### src/rtl/pdc_pkg.sv
// ----------------------------------------------------------------------------
// pdc_pkg
// Shared types, codes and helpers for the pairwise difference counter.
// ----------------------------------------------------------------------------
`default_nettype none

package pdc_pkg;

  localparam int MAX_SAMPLES = 32;
  localparam int COUNT_WIDTH = 16;
  localparam int SAMPLE_W    = 5;
  localparam int NSAMP_W     = 6;
  localparam int ROW_W       = 2 * MAX_SAMPLES;
  localparam int DIFF_W      = 16;
  localparam int PADDR_W     = 3;
  localparam int PDATA_W     = 32;

  localparam logic [COUNT_WIDTH-1:0] COUNT_MAX = {COUNT_WIDTH{1'b1}};

  // command codes
  localparam logic [1:0] CMD_CLEAR = 2'd0;
  localparam logic [1:0] CMD_ADD   = 2'd1;
  localparam logic [1:0] CMD_READ  = 2'd2;

  // status codes
  localparam logic ST_OK       = 1'b0;
  localparam logic ST_BAD_PAIR = 1'b1;

  // register index, taken from paddr[2]
  localparam logic REG_NUM_SAMPLES = 1'b0;
  localparam logic REG_PLOIDY      = 1'b1;

  localparam logic [NSAMP_W-1:0] NUM_SAMPLES_RST = NSAMP_W'(MAX_SAMPLES);
  localparam logic               PLOIDY_RST      = 1'b0;

  typedef struct packed {
    logic [1:0]          cmd;
    logic [ROW_W-1:0]    genotype_row;
    logic [SAMPLE_W-1:0] sample_a;
    logic [SAMPLE_W-1:0] sample_b;
  } pdc_req_t;

  typedef struct packed {
    logic [DIFF_W-1:0] diff_count;
    logic              status;
  } pdc_res_t;

  // broadcast to every lane on an accepted request
  typedef struct packed {
    logic                          clear;
    logic                          add;
    logic                          rd;
    logic [MAX_SAMPLES-1:0]        live;   // code valid and sample in use
    logic [MAX_SAMPLES-1:0][1:0]   codes;
    logic [SAMPLE_W-1:0]           sample_b;
  } pdc_lane_ctl_t;

  // request waiting for the merge stage
  typedef struct packed {
    logic                rd;
    logic                bad;
    logic [SAMPLE_W-1:0] sample_a;
  } pdc_stage_t;

  function automatic logic code_ok(input logic [1:0] code, input logic diploid);
    code_ok = diploid ? (code <= 2'd2) : (code <= 2'd1);
  endfunction

  // a counter wider than the result field reads as all ones when over range
  function automatic logic [DIFF_W-1:0] clamp_count(input logic [COUNT_WIDTH-1:0] v);
    logic [31:0] wide;
    wide = 32'(v);
    clamp_count = (wide > 32'h0000_FFFF) ? {DIFF_W{1'b1}} : wide[DIFF_W-1:0];
  endfunction

endpackage

`default_nettype wire

### src/rtl/pdc_lane.sv
// ----------------------------------------------------------------------------
// pdc_lane
// One lane per first sample: the counters of pairs (lane_id, b), b > lane_id.
// ----------------------------------------------------------------------------
`default_nettype none

module pdc_lane (
  input  wire logic                             clk,
  input  wire logic                             rst,
  input  wire logic [pdc_pkg::SAMPLE_W-1:0]     lane_id,
  input  wire pdc_pkg::pdc_lane_ctl_t           ctl,
  output logic      [pdc_pkg::COUNT_WIDTH-1:0]  rd_count
);
  import pdc_pkg::*;

  logic [COUNT_WIDTH-1:0] cnt [MAX_SAMPLES];
  logic [1:0]             code_a;
  logic                   live_a;

  assign code_a = ctl.codes[lane_id];
  assign live_a = ctl.live[lane_id];

  for (genvar b = 0; b < MAX_SAMPLES; b++) begin : g_cnt
    logic inc;
    assign inc = ctl.add && live_a && ctl.live[b] && (ctl.codes[b] != code_a) &&
                 (SAMPLE_W'(b) > lane_id);

    always_ff @(posedge clk) begin
      if (rst) begin
        cnt[b] <= '0;
      end else if (ctl.clear) begin
        cnt[b] <= '0;
      end else if (inc && (cnt[b] != COUNT_MAX)) begin
        cnt[b] <= cnt[b] + COUNT_WIDTH'(1);
      end
    end
  end

  // snapshot for the merge stage
  always_ff @(posedge clk) begin
    if (ctl.rd) begin
      rd_count <= cnt[ctl.sample_b];
    end
  end

  for (genvar b = 0; b < MAX_SAMPLES; b++) begin : g_chk
    a_clear_zero: assert property (@(posedge clk) disable iff (rst)
      ctl.clear |=> (cnt[b] == '0))
      else $error("counter not cleared");
    a_sat_hold: assert property (@(posedge clk) disable iff (rst)
      (cnt[b] == COUNT_MAX) && !ctl.clear |=> (cnt[b] == COUNT_MAX))
      else $error("saturated counter moved");
  end

endmodule

`default_nettype wire

### config.mk
export PLATFORM = sky130hd
export DESIGN_NAME = pdc_lane
export DESIGN_NICKNAME = d
export VERILOG_FILES = /design/src/rtl/pdc_pkg.sv /design/src/rtl/pdc_lane.sv
export SDC_FILE = /design/constraint.sdc
export NUM_CORES = 1
export LEC_CHECK = 0
export BUFFER_PORTS_ARGS = -buffer_cell sky130_fd_sc_hd__buf_2
export CORE_AREA = 2 2 245 247
export CTS_CLUSTER_SIZE = 20
export DETAILED_ROUTE_END_ITERATION = 7
export DIE_AREA = 0 0 247 249
export HOLD_SLACK_MARGIN = 0.06
export PLACE_DENSITY = 0.71
export SYNTH_ARGS = -nofsm -noshare
export SYNTH_HDL_FRONTEND = slang
export SYNTH_SLANG_ARGS = --single-unit
export TNS_END_PERCENT = 20
### constraint.sdc
create_clock -name clk -period 4.9 [get_ports clk]
set_input_delay 0.98 -clock clk [delete_from_list [all_inputs] [get_ports clk]]
set_output_delay 0.98 -clock clk [all_outputs]
set_load 0.05 [all_outputs]
==> results by group, run 1 <==
Setup path
  – Crit path max fanout: 30
  – Reg-to-reg slack, setup: roughly 1.8 ns
  – Reg-to-reg endpoint: cnt[25][2]
  – CP endpoint: cnt[24][11]
  – Setup CP Type: in -> reg
  – Reg2reg path depth: 7
  – Worst Setup SP: lane_id[1]
  – Critical Path AT: about 4.4 ns
  – Worst r2r src: cnt[25][0]
  – CP required: around 5.1 ns
  – Startpoint Class: primary input
  – Critical Path End Type: register

CTS
  – Clock buffer count from CTS: between 50 and 60
  – Clock slew seen by the registers of the worst setup and hold paths: roughly 0.060 ns
  – CTS-repair resized insts: 0
  – CTS tree: yes
  – Root Buffer: clkbuf_16
  – CTS Hold Bufs: 0
  – H-tree levels: 2
  – CTS Sinks: about 530
  – Clk buf depth: 3
  – Skew-Pair Late Insertion Delay: around 0.63 ns
  – Setup Buffers After CTS: 0

Synth
  – Synth Instances: around 2800
  – Yosys cell types: between 60 and 70
  – Asr flop ratio synth: 0%
  – Synth Area per Inst: 11.6 sq um
  – Area share of xor/xnor cells in the synthesized design: around 13%
  – Synth Area in Compound Gates: roughly 2.6%
  – Main combinational cell family by area after synthesis: simple AND/OR/NAND/NOR gates
  – Synth Area in Simple Gates: around 17%
  – Ys Warns: 0
  – Post-synth EDFFs: 528
  – Mapped cell area: 0.0321 sq mm
  – Multiplexer area fraction after synthesis: a little over an eighth
  – Ys flop type: edfxtp_1
  – Flops & latches, synth: ~530
  – Post-Synth Adder-Cell Area: approximately 1.2%
  – Sequential share of the synthesized area: about 49%

Placed design
  – Gpl congestion: ~1.0
  – Detail Placement HPWL: 67200 um
  – Port Buf Inserts: 126

Routing
  – DR vias/cell: 6.24
  – TritonRoute pass-1 iters: 8
  – DRT iter0 DRCs: between 2000 and 3000
  – Routed len/inst: around 23 um
  – Routed WL: 87400 um
  – Via count: between 20000 and 25000
  – Post-route ant nets: 0
  – DRC: 0

Layout
  – Final Net Count: roughly 3100
  – End-of-flow core utilization: between 60% and 70%
  – Synth-to-Final Area Change: 10.6%
  – Share of layout cells above drive strength 1: between 10% and 20%

Power and ir drop
  – Lkg Pwr: between 0.01 and 0.015 uW
  – Power per cell area: roughly 320 mW/mm^2
  – Worst vdd ir: 0.285 mV
  – Total power: between 10000 and 15000 uW

STA
  – Final Setup Violations: 0
  – Final Max Tran Viols: 0
  – Final Hold Viols: 0
  – Minimum clock period: around 4.1 ns
  – Max Fclk: 242 MHz
  – Setup tns final: 0 ns
  – RSZ-0062 raised after global routing: false
  – Worst Tran Pin Value: 1.06 ns
  – Fin Clk Skew: just under 0.03 ns
  – Hold slack final: between 0.6 and 0.7 ns
  – Worst slew margin: 29.0%
  – Tcrit/Tclk final: 84.4%

GRT
  – GR Util All Layers: between 20% and 30%
  – Global route hottest layer: met2
  – GR met2 Demand/Resource: about two fifths
  – Overflow after GRT: 0
  – First-pass GRT wire length: 132000 um
  – Met1 global-route usage: 40.1%
  – Initial antenna violation count: 18
  – Vias in the first global route: 22414
  – GR Util met3: under 10%
  – Largest net degree at the start of global routing: between 40 and 50

Flow run
  – Max cap viols: 0

Die
  – Die area: between 0.06 and 0.07 sq mm
  – Core area: about 0.059 sq mm
  – Initial Utilization: between 50% and 60%
  – Chip width: 247 um
  – Die Ht: 249 um
  – # IOs: 127
  – Placement Rows: 89

Hold path
  – Min-Delay Path Class: reg -> reg

Status
  – Status: completed
[metal layers]
| metal | up-vias | wire length (um) |
|---|---|---|
| li1 | 10350 | - |
| met1 | 11572 | 35000 |
| met2 | 1193 | 37900 |
| met3 | 176 | 11200 |
| met4 | 16 | 3280 |
| met5 | - | 101 |
[worst max-delay path: stages]
cell	delay, ns
buf_2	0.56
mux4_2	0.40
nand3_1	0.09
nand3_1	0.17
o2bb2ai_4	0.82
xnor2_1	0.17
o21ai_2	0.57
nand2_1	0.56
[flip-flops by register name, indices dropped and copies added, names as in the netlist]
| name | count |
|---|---|
| cnt | 512 |
| rd_count | 16 |
[cell type report]
cell class,instances,area (sq um)
fill,4594,23100
timing repair buffer,173,1030
tap,773,967
inverter,64,240
clock buffer,66,1460
multi-input combinational,2092,15500
clock inverter,38,462
antenna,3,7.51
sequential,528,15900
[worst min-delay path by stage]
stage                         start         to  cells after the start
after floorplan           cnt[3][0]  cnt[3][0]                      1
after global placement    cnt[3][0]  cnt[3][0]                      1
after detailed placement  cnt[3][0]  cnt[3][0]                      1
after CTS                 cnt[3][0]  cnt[3][0]                      1
after global routing      cnt[3][0]  cnt[3][0]                      1
final                     cnt[3][0]  cnt[3][0]                      1
[through the flow]
step | setup slack, ns | cell area, sq um | cells
2_1_floorplan | 1.08 | 32200 | 2785
3_3_place_gp | 0.267 | 33600 | 3630
3_5_place_dp | 0.137 | 33600 | 3630
4_1_cts | 0.810 | 35500 | 3734
5_1_grt | 0.515 | 35500 | 3735
6_report | 0.762 | 35500 | 3737
[kinds of logic (layout without fill, tap and decap cells)]
logic type | after synthesis | in the layout
AO/OA/AOI/OAI | 88 | 88
XOR/XNOR | 494 | 494
adder cells (fa/ha/maj) | 31 | 31
buffers and inverters | 165 | 341
flip-flops | 528 | 528
multiplexers | 211 | 211
other | 1 | 19
AND/OR/NAND/NOR | 1252 | 1252
[Yosys cell counts, drive strengths merged, types with 2 or more instances]
| cell type | n | area [sq um] |
|---|---|---|
| mux2i | 13 | 130 |
| and2 | 4 | 25.0 |
| nor3 | 45 | 230 |
| mux2 | 22 | 248 |
| clkbuf | 35 | 131 |
| nor2 | 638 | 2400 |
| nand3 | 190 | 951 |
| a211o | 4 | 35.0 |
| or3 | 6 | 37.5 |
| o211ai | 7 | 82.6 |
| nand2 | 197 | 739 |
| a41oi | 3 | 26.3 |
| a21oi | 6 | 30.0 |
| ha | 31 | 388 |
| nand2b | 7 | 43.8 |
| nand4 | 88 | 551 |
| xnor2 | 232 | 2030 |
| buf | 66 | 495 |
| nor2b | 9 | 56.3 |
| edfxtp | 528 | 15900 |
| o21ai | 25 | 219 |
| or2 | 3 | 18.8 |
| a311oi | 7 | 61.3 |
| mux4 | 176 | 3990 |
| inv | 64 | 240 |
| o41ai | 2 | 17.5 |
| and3 | 43 | 269 |
| o2111ai | 11 | 146 |
| a31oi | 5 | 31.3 |
| a2111oi | 3 | 33.8 |
| and4 | 19 | 166 |
| nor4 | 2 | 12.5 |
| o31ai | 4 | 30.0 |
| xor2 | 262 | 2290 |
[report_power, final]
part | internal, uW | total (uW) | switching [uW]
registers | 5220 | 5500 | 284
clock network | 2660 | 4500 | 1840
logic | 513 | 1240 | 724
total | 8390 | 11200 | 2850
[layout by cell type (no fill, tap or decap), types with 12 or more instances in the layout]
master | Yosys | final
nor2_1 | 637 | 636
edfxtp_1 | 528 | 528
xor2_1 | 262 | 262
xnor2_1 | 232 | 232
nand2_1 | 197 | 197
nand3_1 | 190 | 190
mux4_2 | 168 | 168
buf_2 | 14 | 124
nand4_1 | 88 | 88
inv_1 | 64 | 64
clkbuf_16 | 0 | 57
nor3_1 | 44 | 44
buf_4 | 16 | 44
and3_1 | 43 | 43
ha_1 | 31 | 31
mux2_2 | 22 | 22
and4_1 | 19 | 19
conb_1 | 1 | 16
mux2i_1 | 13 | 13
o21ai_0 | 12 | 12
Note: power is estimated with default switching activity, not from simulation.
==> run 2, diff against run 1 <==
- PLACE_DENSITY: 0.71 -> 0.74
- clock period: 4.9 -> 3.4 ns (I/O delays scaled with it)
==> results by group, run 2 (same netlist as run 1, synthesis figures left out) <==
STA
  – Final Setup Violations: 0
  – Worst Tran Pin Value: approximately 0.75 ns
  – Fin Clk Skew: between 0.02 and 0.03 ns
  – Tcrit/Tclk final: roughly nine tenths
  – Max Fclk: 322 MHz
  – Final WS setup: ~0.29 ns
  – Worst slew margin: around half
  – Minimum clock period: a little over 3 ns
  – Final Hold Viols: 0
  – RSZ-0062 raised after global routing: false
  – Final Max Tran Viols: 0

CTS
  – CTS-repair resized insts: 0
  – Root Buffer: clkbuf_16
  – H-tree levels: 2
  – Clk buf depth: 3
  – CTS Hold Bufs: 0
  – Clock slew seen by the registers of the worst setup and hold paths: roughly 0.070 ns
  – Skew-Pair Late Insertion Delay: between 0.6 and 0.7 ns
  – Clock buffer count from CTS: 58
  – CTS tree: yes
  – CTS Sinks: 528
  – Setup Buffers After CTS: 0

Die
  – # IOs: around 130
  – Placement Rows: 89
  – Initial Utilization: 54.8%
  – Core area: 0.0587 sq mm
  – Chip width: 247 um
  – Die Ht: roughly 250 um
  – Die area: between 0.06 and 0.07 sq mm

Layout
  – Final cell count without fillers: around 3800
  – Share of layout cells above drive strength 1: a little under a fifth
  – End-of-flow core utilization: 62.5%
  – Largest register FFs: 512
  – Highest-count cells in the layout ignoring fill and taps: 636 x nor2_1, 528 x edfxtp_1, 262 x xor2_1
  – Final Net Count: ~3100
  – Largest regs: cnt: 512 flops, rd_count: 16 flops
  – Commonest non-fill, non-tap cell in the layout: nor2_1
  – Top reg by flops: cnt
  – Synth-to-Final Area Change: 14.1%

Routing
  – Routed len/inst: around 23 um
  – Routed WL: a little under 90000 um
  – DRT iter0 DRCs: around 2900
  – Post-route ant nets: 0
  – Via count: roughly 24000
  – DRC: 0
  – DR vias/cell: between 6 and 7
  – TritonRoute pass-1 iters: 6

Placed design
  – Detail Placement HPWL: 68100 um
  – Post-placement worst setup slack: -0.210 ns
  – Placed Cells incl. Taps: 3698
  – Port Buf Inserts: 126
  – Gpl congestion: between 1 and 1.5

Power and ir drop
  – Power per cell area: approximately 450 mW/mm^2
  – Lkg Pwr: 0.0124 uW
  – Worst vdd ir: ~0.45 mV

Setup path
  – Critical Path End Type: register
  – Crit path max fanout: 27
  – Startpoint Class: primary input
  – Setup CP Type: in -> reg
  – Critical Path AT: 3.44 ns
  – CP required: approximately 3.7 ns

GRT
  – First-pass GRT wire length: about 140000 um
  – GR Util All Layers: 28.9%
  – Initial antenna violation count: 6
  – Largest net degree at the start of global routing: 42
  – Vias in the first global route: ~23000
  – Overflow after GRT: 0

Flow run
  – Max cap viols: 0

Status
  – Status: completed

Hold path
  – Min-Delay Path Class: in -> reg
run 2: report_power, final:
| group | switching (uW) | internal [uW] |
|---|---|---|
| Combinational | 1080 | 876 |
| Sequential | 414 | 7510 |
| Clock | 2790 | 3940 |
run 2: layout make-up:
cell class	instances	area [sq um]
diodes	2	5.00
well taps	773	967
clock buffers	65	1500
flip-flops and latches	528	15900
multi-input cells	2092	15500
clock inverters	42	514
fillers	4476	22000
inverters	64	240
repair buffers	241	2070
run 2: per-layer routing:
metal  part of all wire, %  GRT usage, %  up-vias
li1                      -             -    10480
met1                    40          41.3    11693
met2                    45          43.5     1263
met3                    11          6.49      157
met4                   3.7          10.2        0
met5                     0             0        -
run 2: worst max-delay path, stage by stage:
cell       delay (ns)
buf_2            0.19
buf_12           0.23
mux2i_1          0.32
nor3_1           0.12
a2111oi_1        0.67
a32o_2           0.27
buf_12           0.22
xor2_1           0.10
a211o_1          0.31
nand2_1          0.12
buf_12           0.16
run 2: path summary, 6_finish.rpt:
path | endpoint | startpoint | depth (start not counted) | slack (ns)
max reg2reg | cnt[25][6] | cnt[25][0] | 7 | 0.70
min reg2reg | cnt[8][0] | cnt[8][0] | 1 | 0.63
max | cnt[15][3] | lane_id[1] | 11 | 0.29
min | rd_count[8] | ctl[101] | 1 | 0.47
run 2: stage by stage:
step / setup TNS, ns / hold WS (ns) / area [sq um] / total power, uW
after global placement: -64.37 / 0.610 / 34700 / 9890
after global routing: 0 / 0.475 / 36700 / 17100
final: 0 / 0.472 / 36700 / 16600
after floorplan: -12.92 / 0.568 / 32200 / 9130
after detailed placement: -124.52 / 0.616 / 34700 / 9950
after CTS: 0 / 0.443 / 36700 / 16600
