[config.mk]
export PLATFORM = sky130hd
export DESIGN_NAME = pdc_merge
export DESIGN_NICKNAME = d
export VERILOG_FILES = /design/src/rtl/pdc_pkg.sv /design/src/rtl/pdc_merge.sv
export SDC_FILE = /design/constraint.sdc
export NUM_CORES = 1
export LEC_CHECK = 0
export BUFFER_PORTS_ARGS = -buffer_cell sky130_fd_sc_hd__buf_2
export CORE_AREA = 2 2 210 212
export CTS_CLUSTER_DIAMETER = 100
export CTS_CLUSTER_SIZE = 10
export DETAILED_ROUTE_END_ITERATION = 10
export DIE_AREA = 0 0 212 214
export GPL_ROUTABILITY_DRIVEN = 0
export GPL_TIMING_DRIVEN = 0
export PLACE_DENSITY_LB_ADDON = 0.25
export SYNTH_ARGS = -nofsm -noshare
export SYNTH_HDL_FRONTEND = slang
export SYNTH_SLANG_ARGS = --single-unit
export TNS_END_PERCENT = 20
[constraint.sdc]
create_clock -name clk -period 3.9 [get_ports clk]
set_input_delay 0.39 -clock clk [delete_from_list [all_inputs] [get_ports clk]]
set_output_delay 0.39 -clock clk [all_outputs]
set_load 0.01 [all_outputs]
[src/rtl/pdc_pkg.sv]
// ----------------------------------------------------------------------------
// pdc_pkg
// Shared types, codes and helpers for the pairwise difference counter.
// ----------------------------------------------------------------------------
`default_nettype none

package pdc_pkg;

  localparam int MAX_SAMPLES = 32;
  localparam int COUNT_WIDTH = 16;
  localparam int SAMPLE_W    = 5;
  localparam int NSAMP_W     = 6;
  localparam int ROW_W       = 2 * MAX_SAMPLES;
  localparam int DIFF_W      = 16;
  localparam int PADDR_W     = 3;
  localparam int PDATA_W     = 32;

  localparam logic [COUNT_WIDTH-1:0] COUNT_MAX = {COUNT_WIDTH{1'b1}};

  // command codes
  localparam logic [1:0] CMD_CLEAR = 2'd0;
  localparam logic [1:0] CMD_ADD   = 2'd1;
  localparam logic [1:0] CMD_READ  = 2'd2;

  // status codes
  localparam logic ST_OK       = 1'b0;
  localparam logic ST_BAD_PAIR = 1'b1;

  // register index, taken from paddr[2]
  localparam logic REG_NUM_SAMPLES = 1'b0;
  localparam logic REG_PLOIDY      = 1'b1;

  localparam logic [NSAMP_W-1:0] NUM_SAMPLES_RST = NSAMP_W'(MAX_SAMPLES);
  localparam logic               PLOIDY_RST      = 1'b0;

  typedef struct packed {
    logic [1:0]          cmd;
    logic [ROW_W-1:0]    genotype_row;
    logic [SAMPLE_W-1:0] sample_a;
    logic [SAMPLE_W-1:0] sample_b;
  } pdc_req_t;

  typedef struct packed {
    logic [DIFF_W-1:0] diff_count;
    logic              status;
  } pdc_res_t;

  // broadcast to every lane on an accepted request
  typedef struct packed {
    logic                          clear;
    logic                          add;
    logic                          rd;
    logic [MAX_SAMPLES-1:0]        live;   // code valid and sample in use
    logic [MAX_SAMPLES-1:0][1:0]   codes;
    logic [SAMPLE_W-1:0]           sample_b;
  } pdc_lane_ctl_t;

  // request waiting for the merge stage
  typedef struct packed {
    logic                rd;
    logic                bad;
    logic [SAMPLE_W-1:0] sample_a;
  } pdc_stage_t;

  function automatic logic code_ok(input logic [1:0] code, input logic diploid);
    code_ok = diploid ? (code <= 2'd2) : (code <= 2'd1);
  endfunction

  // a counter wider than the result field reads as all ones when over range
  function automatic logic [DIFF_W-1:0] clamp_count(input logic [COUNT_WIDTH-1:0] v);
    logic [31:0] wide;
    wide = 32'(v);
    clamp_count = (wide > 32'h0000_FFFF) ? {DIFF_W{1'b1}} : wide[DIFF_W-1:0];
  endfunction

endpackage

`default_nettype wire

[src/rtl/pdc_merge.sv]
// ----------------------------------------------------------------------------
// pdc_merge
// Picks the lane of the first sample, clamps, and holds the result register.
// ----------------------------------------------------------------------------
`default_nettype none

module pdc_merge (
  input  wire logic                                                 clk,
  input  wire logic                                                 rst,
  input  wire logic                                                 s1_valid,
  input  wire pdc_pkg::pdc_stage_t                                  s1,
  input  wire logic [pdc_pkg::MAX_SAMPLES-1:0][pdc_pkg::COUNT_WIDTH-1:0] lane_rd,
  output logic                                                      s1_move,
  output logic                                                      res_valid,
  input  wire logic                                                 res_ready,
  output pdc_pkg::pdc_res_t                                         res_data
);
  import pdc_pkg::*;

  pdc_res_t res_next;

  assign s1_move = !res_valid || res_ready;

  always_comb begin
    res_next.diff_count = '0;
    res_next.status     = ST_OK;
    if (s1.rd) begin
      if (s1.bad) begin
        res_next.status = ST_BAD_PAIR;
      end else begin
        res_next.diff_count = clamp_count(lane_rd[s1.sample_a]);
      end
    end
  end

  always_ff @(posedge clk) begin
    if (rst) begin
      res_valid <= 1'b0;
    end else if (s1_valid && s1_move) begin
      res_valid <= 1'b1;
    end else if (res_ready) begin
      res_valid <= 1'b0;
    end
  end

  always_ff @(posedge clk) begin
    if (s1_valid && s1_move) begin
      res_data <= res_next;
    end
  end

  a_bad_zero: assert property (@(posedge clk) disable iff (rst)
    res_valid && (res_data.status == ST_BAD_PAIR) |-> (res_data.diff_count == '0))
    else $error("bad pair with non-zero count");
  a_advance: assert property (@(posedge clk) disable iff (rst)
    s1_valid && s1_move |=> res_valid)
    else $error("result lost on advance");

endmodule

`default_nettype wire

==> results of run 1 <==
-- worst max-delay path, cell delays in order --
cell      delay, ns
clkbuf_1       0.52
mux4_2         0.42
mux2i_1        0.49
a221o_1        0.35
a31oi_1        0.06
-- flip-flops by register name, indices dropped and copies added, names as in the netlist --
register	cells
res_data	17
res_valid	1
-- kinds of logic (layout without fill, tap and decap cells) --
kind of cell / after synthesis / after routing / synth area share (%)
AOI/OAI and AO/OA: 77 / 77 / 12.1
buffers and inverters: 50 / 592 / 7.78
DFF: 18 / 18 / 11.0
muxes: 176 / 176 / 67.2
other: 0 / 4 / 0
and+or+nand+nor: 20 / 20 / 1.99
-- report_power, final --
part           internal, mW  switching, mW
combinational         0.466          0.395
sequential            0.229        0.00290
clock                 0.157         0.0826
total                 0.851          0.481
-- per-stage QoR --
step                      setup slack, ns  cells  hold slack, ns  instance area (um^2)
after floorplan                      2.06    341           0.459                  4840
after global placement               1.24   1464           0.504                  8270
after detailed placement             1.24   1464           0.519                  8270
after CTS                            1.51   1468           0.284                  8360
after global routing                 1.46   1472           0.293                  8370
final                                1.63   1472           0.282                  8370
-- layout make-up --
class | count | area (um^2)
repair buffers | 538 | 2690
flip-flops and latches | 18 | 531
multi-input cells | 273 | 3940
inverters | 2 | 7.51
plain buffers | 48 | 369
clock buffers | 4 | 88.8
diodes | 4 | 10.0
well taps | 585 | 732
fillers | 4790 | 34500
-- how the worst max path moves through the flow --
stage                        end  startpoint  cells past startpoint
floorplan           res_data[16]       s1[1]                      6
detailed placement   res_data[5]       s1[0]                      7
finish               res_data[3]       s1[2]                      5
global placement     res_data[5]       s1[2]                      5
global route         res_data[2]       s1[3]                      6
CTS                  res_data[5]       s1[0]                      7
-- synthesized netlist by cell type (all sizes together) --
| cell | number | area, um^2 |
|---|---|---|
| a21oi | 1 | 5.00 |
| a221o | 16 | 160 |
| a221oi | 12 | 105 |
| a22oi | 16 | 120 |
| a31oi | 16 | 100 |
| and2 | 3 | 18.8 |
| and2b | 1 | 7.51 |
| buf | 35 | 320 |
| clkbuf | 13 | 48.8 |
| dfxtp | 1 | 20.0 |
| edfxtp | 17 | 510 |
| inv | 2 | 7.50 |
| mux2i | 64 | 641 |
| mux4 | 112 | 2610 |
| nand2 | 8 | 30.0 |
| nand2b | 2 | 12.5 |
| nor2 | 4 | 15.0 |
| nor2b | 2 | 12.5 |
| o2111ai | 4 | 35.0 |
| o21ai | 12 | 60.1 |
-- cells in the final DEF (no fill, tap or decap), types with 2 or more instances in the layout --
cell         n
buf_2      548
mux4_2      88
mux2i_1     64
mux4_1      24
edfxtp_1    17
a22oi_1     16
a221o_1     16
a31oi_1     16
clkbuf_1    13
a221oi_1    12
o21ai_0     12
buf_6       11
buf_4        9
nand2_1      8
diode_2      4
nor2_1       4
o2111ai_1    4
and2_1       3
buf_12       3
clkbuf_16    3
nand2b_1     2
nor2b_1      2
-- per-layer routing --
layer | part of all wire, % | GRT usage [%] | vias to the layer above
li1 | - | - | 2685
met1 | 39 | 17.1 | 2848
met2 | 54 | 29.9 | 345
met3 | 6.3 | 2.59 | 28
met4 | 1.5 | 2.51 | 6
met5 | 0.11 | 0 | -
==> flow_metrics.py, run 1 <==
metrics = {
    "worst_hold_path": {
        "min_from": "rst",
        "whs_path_depth": 2,
        "hold_end": "res_valid",
        "hold_class": "in -> reg",
    },
    "sta": {
        "post-route-period-util_pct": 58.3,
        "relSlewSlack_pct": 40.8,
        "fin_tns_setup_ns": 0,
        "drv_slew": 0,
        "rsz0062_at_grt": "false",
        "finalHoldViolCount": 0,
        "setup_violations": 0,
        "layout_min_cycle_time_ns": 2.27,
        "max_slew.worst_pin.slew_ns": 0.887,
        "fmax_ghz": 0.440,
        "fin_skew_ns": 0.00678,
    },
    "global_routing": {
        "grt_pass1_vias": 6613,
        "grt_max_degree": 18,
        "grt_pass1_wl_um": 47800,
        "grt_antenna_before_repair": 9,
        "grt_overflow": 0,
        "track_usage_pct": 15.3,
    },
    "synthesis": {
        "synth.yosys.seq_area_share_pct": 11.0,
        "synth.avg_cell_area_um2": 14.2,
        "synth_nets": 864,
        "synth_cell_types": 27,
        "synth_area_um2": 4840,
        "netlist_instances": 341,
        "ys_ff_latch": 18,
        "yosysWarnings": 0,
    },
    "power_and_ir_drop": {
        "finalPower_mw": 1.33,
        "leakage_nw": 3.92,
        "p_per_area_nw_per_um2": 159,
        "peakVddDrop_mv": 0.171,
    },
    "floorplan": {
        "core_um2": 42900,
        "fp-row-count": 76,
        "ios": 542,
        "die_w_um": 212,
        "fp.dieH_um": 214,
        "die_area_um2": 45400,
        "start_util_pct": 11.3,
    },
    "detailed_routing": {
        "wire_per_inst_um": 24.8,
        "viasPerCell": 4.02,
        "routed_wl_um": 36500,
        "drtAntennaViolNets": 0,
        "route.vias.total": 5912,
        "dr.pass1.iters": 5,
        "drc": 0,
        "drtIter0Drc": 188,
    },
    "critical_path": {
        "r2r_start": "res_valid",
        "crit_path_end_kind": "flip-flop",
        "worstPathArrival_ns": 2.25,
        "critical_path_class": "in -> reg",
        "r2r_cells": 2,
        "r2r_slack_ns": 2.37,
        "cp-start-kind": "primary input",
        "reg2reg_to": "res_data[0]",
        "crit_required_ns": 3.88,
        "crit_fanout": 10,
    },
    "final_layout": {
        "num-nets-final": 1407,
        "fin_util_pct": 19.5,
        "final_layout_size_suffix_gt1_share_pct": 75.3,
        "area.growth.synth_to_final_pct": 72.8,
    },
    "clock_network": {
        "post-cts-setup-buffers": 0,
        "ctsHoldBuffers": 0,
        "cts_htree_levels": 1,
        "cts_buffers": 3,
        "cts_tree": "done",
        "cts.path.max_buffers": 2,
        "cts_resized": 0,
        "clock-root-buffer": "clkbuf_16",
        "cts_sinks": 18,
        "clkLatencyLatePin_ns": 0.26,
        "clkTransAtPathRegs_ns": 0.06,
    },
    "flow_run": {
        "drv_cap": 0,
    },
    "place": {
        "port-buffer-count": 538,
        "dp_hpwl_um": 32800,
    },
    "run_status": {
        "status": "complete, no violations",
    },
}
Power figures use the tool's default switching activity.
==> inputs of run 2 (changes only) <==
Settings changed: ABC_AREA set to 1, CORE_AREA 2 2 210 212 to 2 2 208 210, DIE_AREA 0 0 212 214 to 0 0 210 212.
Clock period 3.9 ns to 2 ns, I/O delays scaled along.
==> run 2 against run 1 <==
Compared with the run above:
- sequential power up 95%
- die area is 1.9% lower
- utilization is 2.9 points higher
- clock power increased by 67%
- sequential cell count did not move
- critical path depth up 5
- total power rose by 120%
- clock-buffer cell count decreased by 1
- worst setup slack lost 1.5 ns
- critical path type unchanged
==> flow_metrics.py, run 2 <==
metrics = {
    "run_status": {
        "status": "complete, no violations",
    },
    "sta": {
        "relSlewSlack_pct": 35.5,
        "setup_violations": 0,
        "rsz0062_at_grt": "false",
        "hold_slack_ns": 0.104,
        "fin_skew_ns": 0.00218,
        "finalHoldViolCount": 0,
        "setup_slack_ns": 0.107,
        "fmax_ghz": 0.528,
        "max_slew.worst_pin.slew_ns": 0.968,
        "drv_slew": 0,
        "layout_min_cycle_time_ns": 1.89,
        "post-route-period-util_pct": 94.7,
    },
    "synthesis": {
        "synth_top_family_by_area": "simple AND/OR/NAND/NOR gates",
        "synth_nets": 1781,
        "synthTopCellsByArea": "nand2_1, nand3_1, edfxtp_1, nor2_1, buf_4",
        "synthAdderAreaFrac_pct": 0,
        "netlist_instances": 1258,
        "synth_common_cells": "nand2_1, nand3_1, nor2_1",
        "synth_cell_types": 18,
        "yosysTopAreaCellShare_pct": 39.0,
        "synth_area_um2": 6030,
        "yosysWarnings": 0,
        "synth.yosys.seq_area_share_pct": 8.79,
        "yosysTopAreaCell": "nand2_1",
        "ys.flop_type": "edfxtp_1",
        "synth_xor_area_share_pct": 0,
        "synth.avg_cell_area_um2": 4.80,
        "synth_compound_area_share_pct": 3.98,
        "yosysMostFrequentCell": "nand2_1",
        "synth_edf_count": 17,
        "muxShareOfSynthArea_pct": 0,
        "ys_ff_latch": 18,
        "ys_async_sr_fraction_pct": 0,
        "yosys.area_share.simple_pct": 73.9,
    },
    "clock_network": {
        "clkTransAtPathRegs_ns": 0.05,
        "ctsHoldBuffers": 0,
        "cts_htree_levels": 1,
        "clkLatencyLatePin_ns": 0.25,
        "cts_buffers": 3,
        "post-cts-setup-buffers": 0,
        "cts_tree": "done",
        "cts.path.max_buffers": 2,
        "clock-root-buffer": "clkbuf_16",
        "cts_sinks": 18,
    },
    "global_routing": {
        "busiest_layer": "met2",
        "met1_usage_pct": 25.9,
        "grtUsageMet2_pct": 40.9,
        "grt_pass1_wl_um": 69600,
        "grt_max_degree": 18,
        "grt_overflow": 0,
        "grt_pass1_vias": 10686,
        "track_usage_pct": 21.7,
        "grt_antenna_before_repair": 7,
        "use_met3_pct": 2.58,
    },
    "final_layout": {
        "largestRegisters": "res_data x17, res_valid x1",
        "final_area_um2": 9530,
        "area.growth.synth_to_final_pct": 57.9,
        "largest_reg_flops": 17,
        "final_layout_size_suffix_gt1_share_pct": 35.4,
        "final_common_cell": "nand2_1",
        "regMostFlops": "res_data",
        "fin_util_pct": 22.4,
        "final_cell_mix": "nand2_1, buf_2, nand3_1, nor2_1, buf_4",
        "num-nets-final": 2324,
        "finalNonFillerCells": 2351,
    },
    "place": {
        "port-buffer-count": 538,
        "dp_cells": 2342,
        "dp_hpwl_um": 43500,
        "post_dp_cell_area_um2": 9410,
        "pre_cts_ws_ns": -0.392,
    },
    "floorplan": {
        "fp-row-count": 76,
        "start_util_pct": 14.2,
        "fp.dieH_um": 212,
        "ios": 542,
        "die_area_um2": 44500,
        "die_w_um": 210,
        "core_um2": 42500,
    },
    "detailed_routing": {
        "wire_per_inst_um": 21.4,
        "route.vias.total": 10494,
        "routed_wl_um": 50300,
        "viasPerCell": 4.46,
        "drc": 0,
        "drtIter0Drc": 712,
        "dr.pass1.iters": 5,
        "drtAntennaViolNets": 0,
    },
    "power_and_ir_drop": {
        "leakage_nw": 5.34,
        "p_per_area_nw_per_um2": 313,
        "peakVddDrop_mv": 0.247,
    },
    "critical_path": {
        "crit_required_ns": 1.99,
        "crit_fanout": 10,
        "max_stage_delay_ns": 0.36,
        "cp_slowest_cell": "buf_2",
        "path_cells": "buf_4, buf_2, buf_2, nand3_1, nand3_1, nand2_1, nand2_1, nand3_1, nand2_1, nor2_1",
        "critical_path_class": "in -> reg",
        "cp-start-kind": "primary input",
        "worstPathArrival_ns": 1.89,
        "crit_path_end_kind": "flip-flop",
        "crit_family": "simple AND/OR/NAND/NOR gates",
        "critical_path_buf_inv_count": 3,
    },
    "flow_run": {
        "drv_cap": 0,
    },
    "worst_hold_path": {
        "hold_class": "in -> reg",
    },
}
-- run 2: cell types whose count changed after synthesis, moves of 11 or more --
cell      delta
a221o_1     -16
a221oi_1    -12
a22oi_1     -16
a31oi_1     -16
buf_2       +20
buf_4       +27
mux2i_1     -64
mux4_1      -24
mux4_2      -88
nand2_1    +619
nand3_1    +340
nor2_1     +104
o21ai_0     +22
o21ai_1     +11
-- run 2: logic make-up (layout without fill, tap and decap cells) --
family,Yosys count,count (layout)
AOI/OAI and AO/OA,48,48
buffers and inverters,117,659
DFF,18,18
other,0,5
and+or+nand+nor,1075,1075
-- run 2: final timing paths --
check	cells after the start	to	from	slack (ns)
setup / recovery	10	res_data[13]	s1[1]	0.11
hold / removal	2	res_valid	rst	0.10
setup reg to reg	1	res_data[1]	res_valid	0.56
hold reg to reg	2	res_valid	res_valid	0.51
-- run 2: layout make-up --
type / instances / area [um^2]
Fill cell: 5136 / 33000
Multi-Input combinational cell: 1123 / 4710
Timing Repair Buffer: 538 / 2690
Buffer: 108 / 778
Tap cell: 546 / 683
Sequential cell: 18 / 531
Clock buffer: 3 / 75.1
Inverter: 9 / 40.0
Antenna cell: 5 / 12.5
Clock inverter: 1 / 3.75
-- run 2: per-layer routing --
layer	up-vias	wire (um)
li1	5168	-
met1	4764	20700
met2	505	25300
met3	53	3030
met4	4	1280
met5	-	31
-- run 2: what timing repair did --
| item | 4_1_cts | 5_1_grt |
|---|---|---|
| endpoints found under the setup margin | 11 | 10 |
| gates cloned | 0 | 0 |
| resized for setup | 5 | 5 |
-- run 2: where the power goes --
part | switching [mW] | total, mW | internal (mW)
Sequential | 0.00587 | 0.450 | 0.444
Combinational | 1.29 | 2.13 | 0.845
Clock | 0.133 | 0.398 | 0.266
Total | 1.43 | 2.98 | 1.55
-- run 2: metrics by stage --
step	total power, mW	setup TNS [ns]
after global placement	2.61	-4.38
final	2.98	0
after floorplan	1.45	0
after CTS	3.02	-0.00440
after global routing	3.23	0
after detailed placement	2.61	-4.67
==> inputs of run 3 (changes only) <==
Settings changed: RECOVER_POWER set to 50.
==> run 3 against run 2 <==
Compared with the run above:
- combinational power is essentially flat
- routed wire length is essentially flat
- critical path type unchanged
- sequential power about the same
- hold slack better by 0.00069 ns
- clock skew barely moved
- clock power about the same
- largest cell class unchanged
==> flow_metrics.py, run 3 (same netlist as run 2, synthesis figures left out) <==
metrics = {
    "detailed_routing": {
        "drc": 0,
        "route.vias.total": 10512,
        "viasPerCell": 4.47,
        "dr.pass1.iters": 5,
        "wire_per_inst_um": 21.4,
        "routed_wl_um": 50300,
        "drtIter0Drc": 684,
        "drtAntennaViolNets": 0,
    },
    "floorplan": {
        "fp-row-count": 76,
        "core_um2": 42500,
        "fp.dieH_um": 212,
        "die_w_um": 210,
        "start_util_pct": 14.2,
        "ios": 542,
        "die_area_um2": 44500,
    },
    "sta": {
        "rsz0062_at_grt": "false",
        "fmax_ghz": 0.526,
        "max_slew.worst_pin.slew_ns": 0.952,
        "fin_skew_ns": 0.00177,
        "drv_slew": 0,
        "layout_min_cycle_time_ns": 1.90,
        "finalHoldViolCount": 0,
        "relSlewSlack_pct": 36.6,
        "setup_violations": 0,
        "post-route-period-util_pct": 95.0,
    },
    "worst_hold_path": {
        "min_from": "rst",
        "hold_end": "res_valid",
        "hold_class": "in -> reg",
        "whs_path_depth": 2,
    },
    "clock_network": {
        "clkTransAtPathRegs_ns": 0.05,
        "clock-root-buffer": "clkbuf_16",
        "cts_tree": "done",
        "clkLatencyLatePin_ns": 0.25,
        "cts.path.max_buffers": 2,
        "cts_htree_levels": 1,
        "ctsHoldBuffers": 0,
        "cts_buffers": 3,
        "cts_sinks": 18,
    },
    "global_routing": {
        "track_usage_pct": 21.7,
        "grt_max_degree": 18,
        "met1_usage_pct": 25.9,
        "grt_pass1_wl_um": 69600,
        "grt_antenna_before_repair": 7,
        "grt_overflow": 0,
        "grt_pass1_vias": 10686,
        "grtUsageMet2_pct": 40.9,
        "busiest_layer": "met2",
        "use_met3_pct": 2.58,
    },
    "critical_path": {
        "critical_path_class": "in -> reg",
        "crit_family": "simple AND/OR/NAND/NOR gates",
        "crit_fanout": 10,
        "cp_slowest_cell": "buf_2",
        "crit_path_end_kind": "flip-flop",
        "worstPathArrival_ns": 1.89,
        "r2r_cells": 1,
        "crit_required_ns": 1.99,
        "max_stage_delay_ns": 0.36,
        "reg2reg_to": "res_data[15]",
        "critical_path_buf_inv_count": 3,
        "cp-start-kind": "primary input",
        "r2r_slack_ns": 0.57,
        "r2r_start": "res_valid",
        "path_cells": "buf_4, buf_2, buf_2, nand3_1, nand3_1, nand2_1, nand2_1, nand3_1, nand2_1, nor2_1",
    },
    "power_and_ir_drop": {
        "switching_power_mw": 1.43,
        "finalPower_mw": 2.97,
        "p_int_mw": 1.55,
        "combPwrFrac_pct": 71.5,
        "power_frac_seq_pct": 15.2,
        "switching_share_pct": 48.0,
        "p_per_area_nw_per_um2": 313,
        "leakage_nw": 5.28,
        "clkPwrFrac_pct": 13.3,
        "peakVddDrop_mv": 0.252,
    },
    "final_layout": {
        "final_layout_size_suffix_gt1_share_pct": 34.4,
        "fin_util_pct": 22.4,
        "num-nets-final": 2324,
        "final_area_um2": 9500,
        "regMostFlops": "res_data",
        "final_cell_mix": "nand2_1, buf_2, nand3_1, nor2_1, buf_4",
        "largestRegisters": "res_data x17, res_valid x1",
        "n_fill_cell": 5145,
        "largest_reg_flops": 17,
        "multiInputGateArea_um2": 4710,
        "final_common_cell": "nand2_1",
        "area.growth.synth_to_final_pct": 57.5,
        "seq_area_um2": 531,
    },
    "place": {
        "port-buffer-count": 538,
        "dp_hpwl_um": 43500,
        "post_dp_cell_area_um2": 9410,
    },
    "run_status": {
        "status": "complete, no violations",
    },
    "flow_run": {
        "drv_cap": 0,
    },
}
run 3: cell types whose count changed in the layout (fill, tap and decap cells not counted), sizes merged:
cell / before / now
buf: 636 / 617
clkbuf: 13 / 32
run 3: power groups by stage:
stage	Combinational (mW)	Sequential, mW	Clock, mW
after floorplan	0.981	0.474	0
after global placement	2.15	0.458	0
after detailed placement	2.15	0.458	0
after CTS	2.17	0.450	0.404
after global routing	2.35	0.454	0.424
final	2.13	0.451	0.396
run 3: per-stage QoR:
step	hold slack [ns]	std cells	TNS [ns]	setup WS (ns)
2_1_floorplan	0.269	1258	0	0.361
3_3_place_gp	0.356	2342	-4.38	-0.391
3_5_place_dp	0.360	2342	-4.67	-0.392
4_1_cts	0.102	2346	-0.00440	-0.00296
5_1_grt	0.0986	2348	0	0.00967
6_report	0.105	2351	0	0.100
run 3: worst max-delay path by stage:
stage / startpoint / endpoint / depth (start not counted)
floorplan: res_valid / res_data[0] / 1
global placement: s1[1] / res_data[13] / 11
detailed placement: s1[1] / res_data[13] / 11
CTS: s1[1] / res_data[13] / 11
global route: s1[2] / res_data[14] / 9
finish: s1[1] / res_data[13] / 10
run 3: repair_timing:
| item | CTS | global route |
|---|---|---|
| endpoints found under the setup margin | 11 | 10 |
| setup buffers | 0 | 0 |
| gates resized for setup | 5 | 5 |
run 3: metal layers:
| layer | wire [um] | part of all wire (%) |
|---|---|---|
| met1 | 20600 | 41 |
| met2 | 25300 | 50 |
| met3 | 3100 | 6.2 |
| met4 | 1290 | 2.6 |
| met5 | 31 | 0.062 |
run 3: layout make-up:
cell class | instances | area share [%]
diodes | 5 | 0.132
plain buffers | 108 | 8.19
clock buffers | 3 | 0.790
clock inverters | 1 | 0.0395
inverters | 9 | 0.421
multi-input cells | 1123 | 49.6
flip-flops and latches | 18 | 5.58
well taps | 546 | 7.19
repair buffers | 538 | 28.1
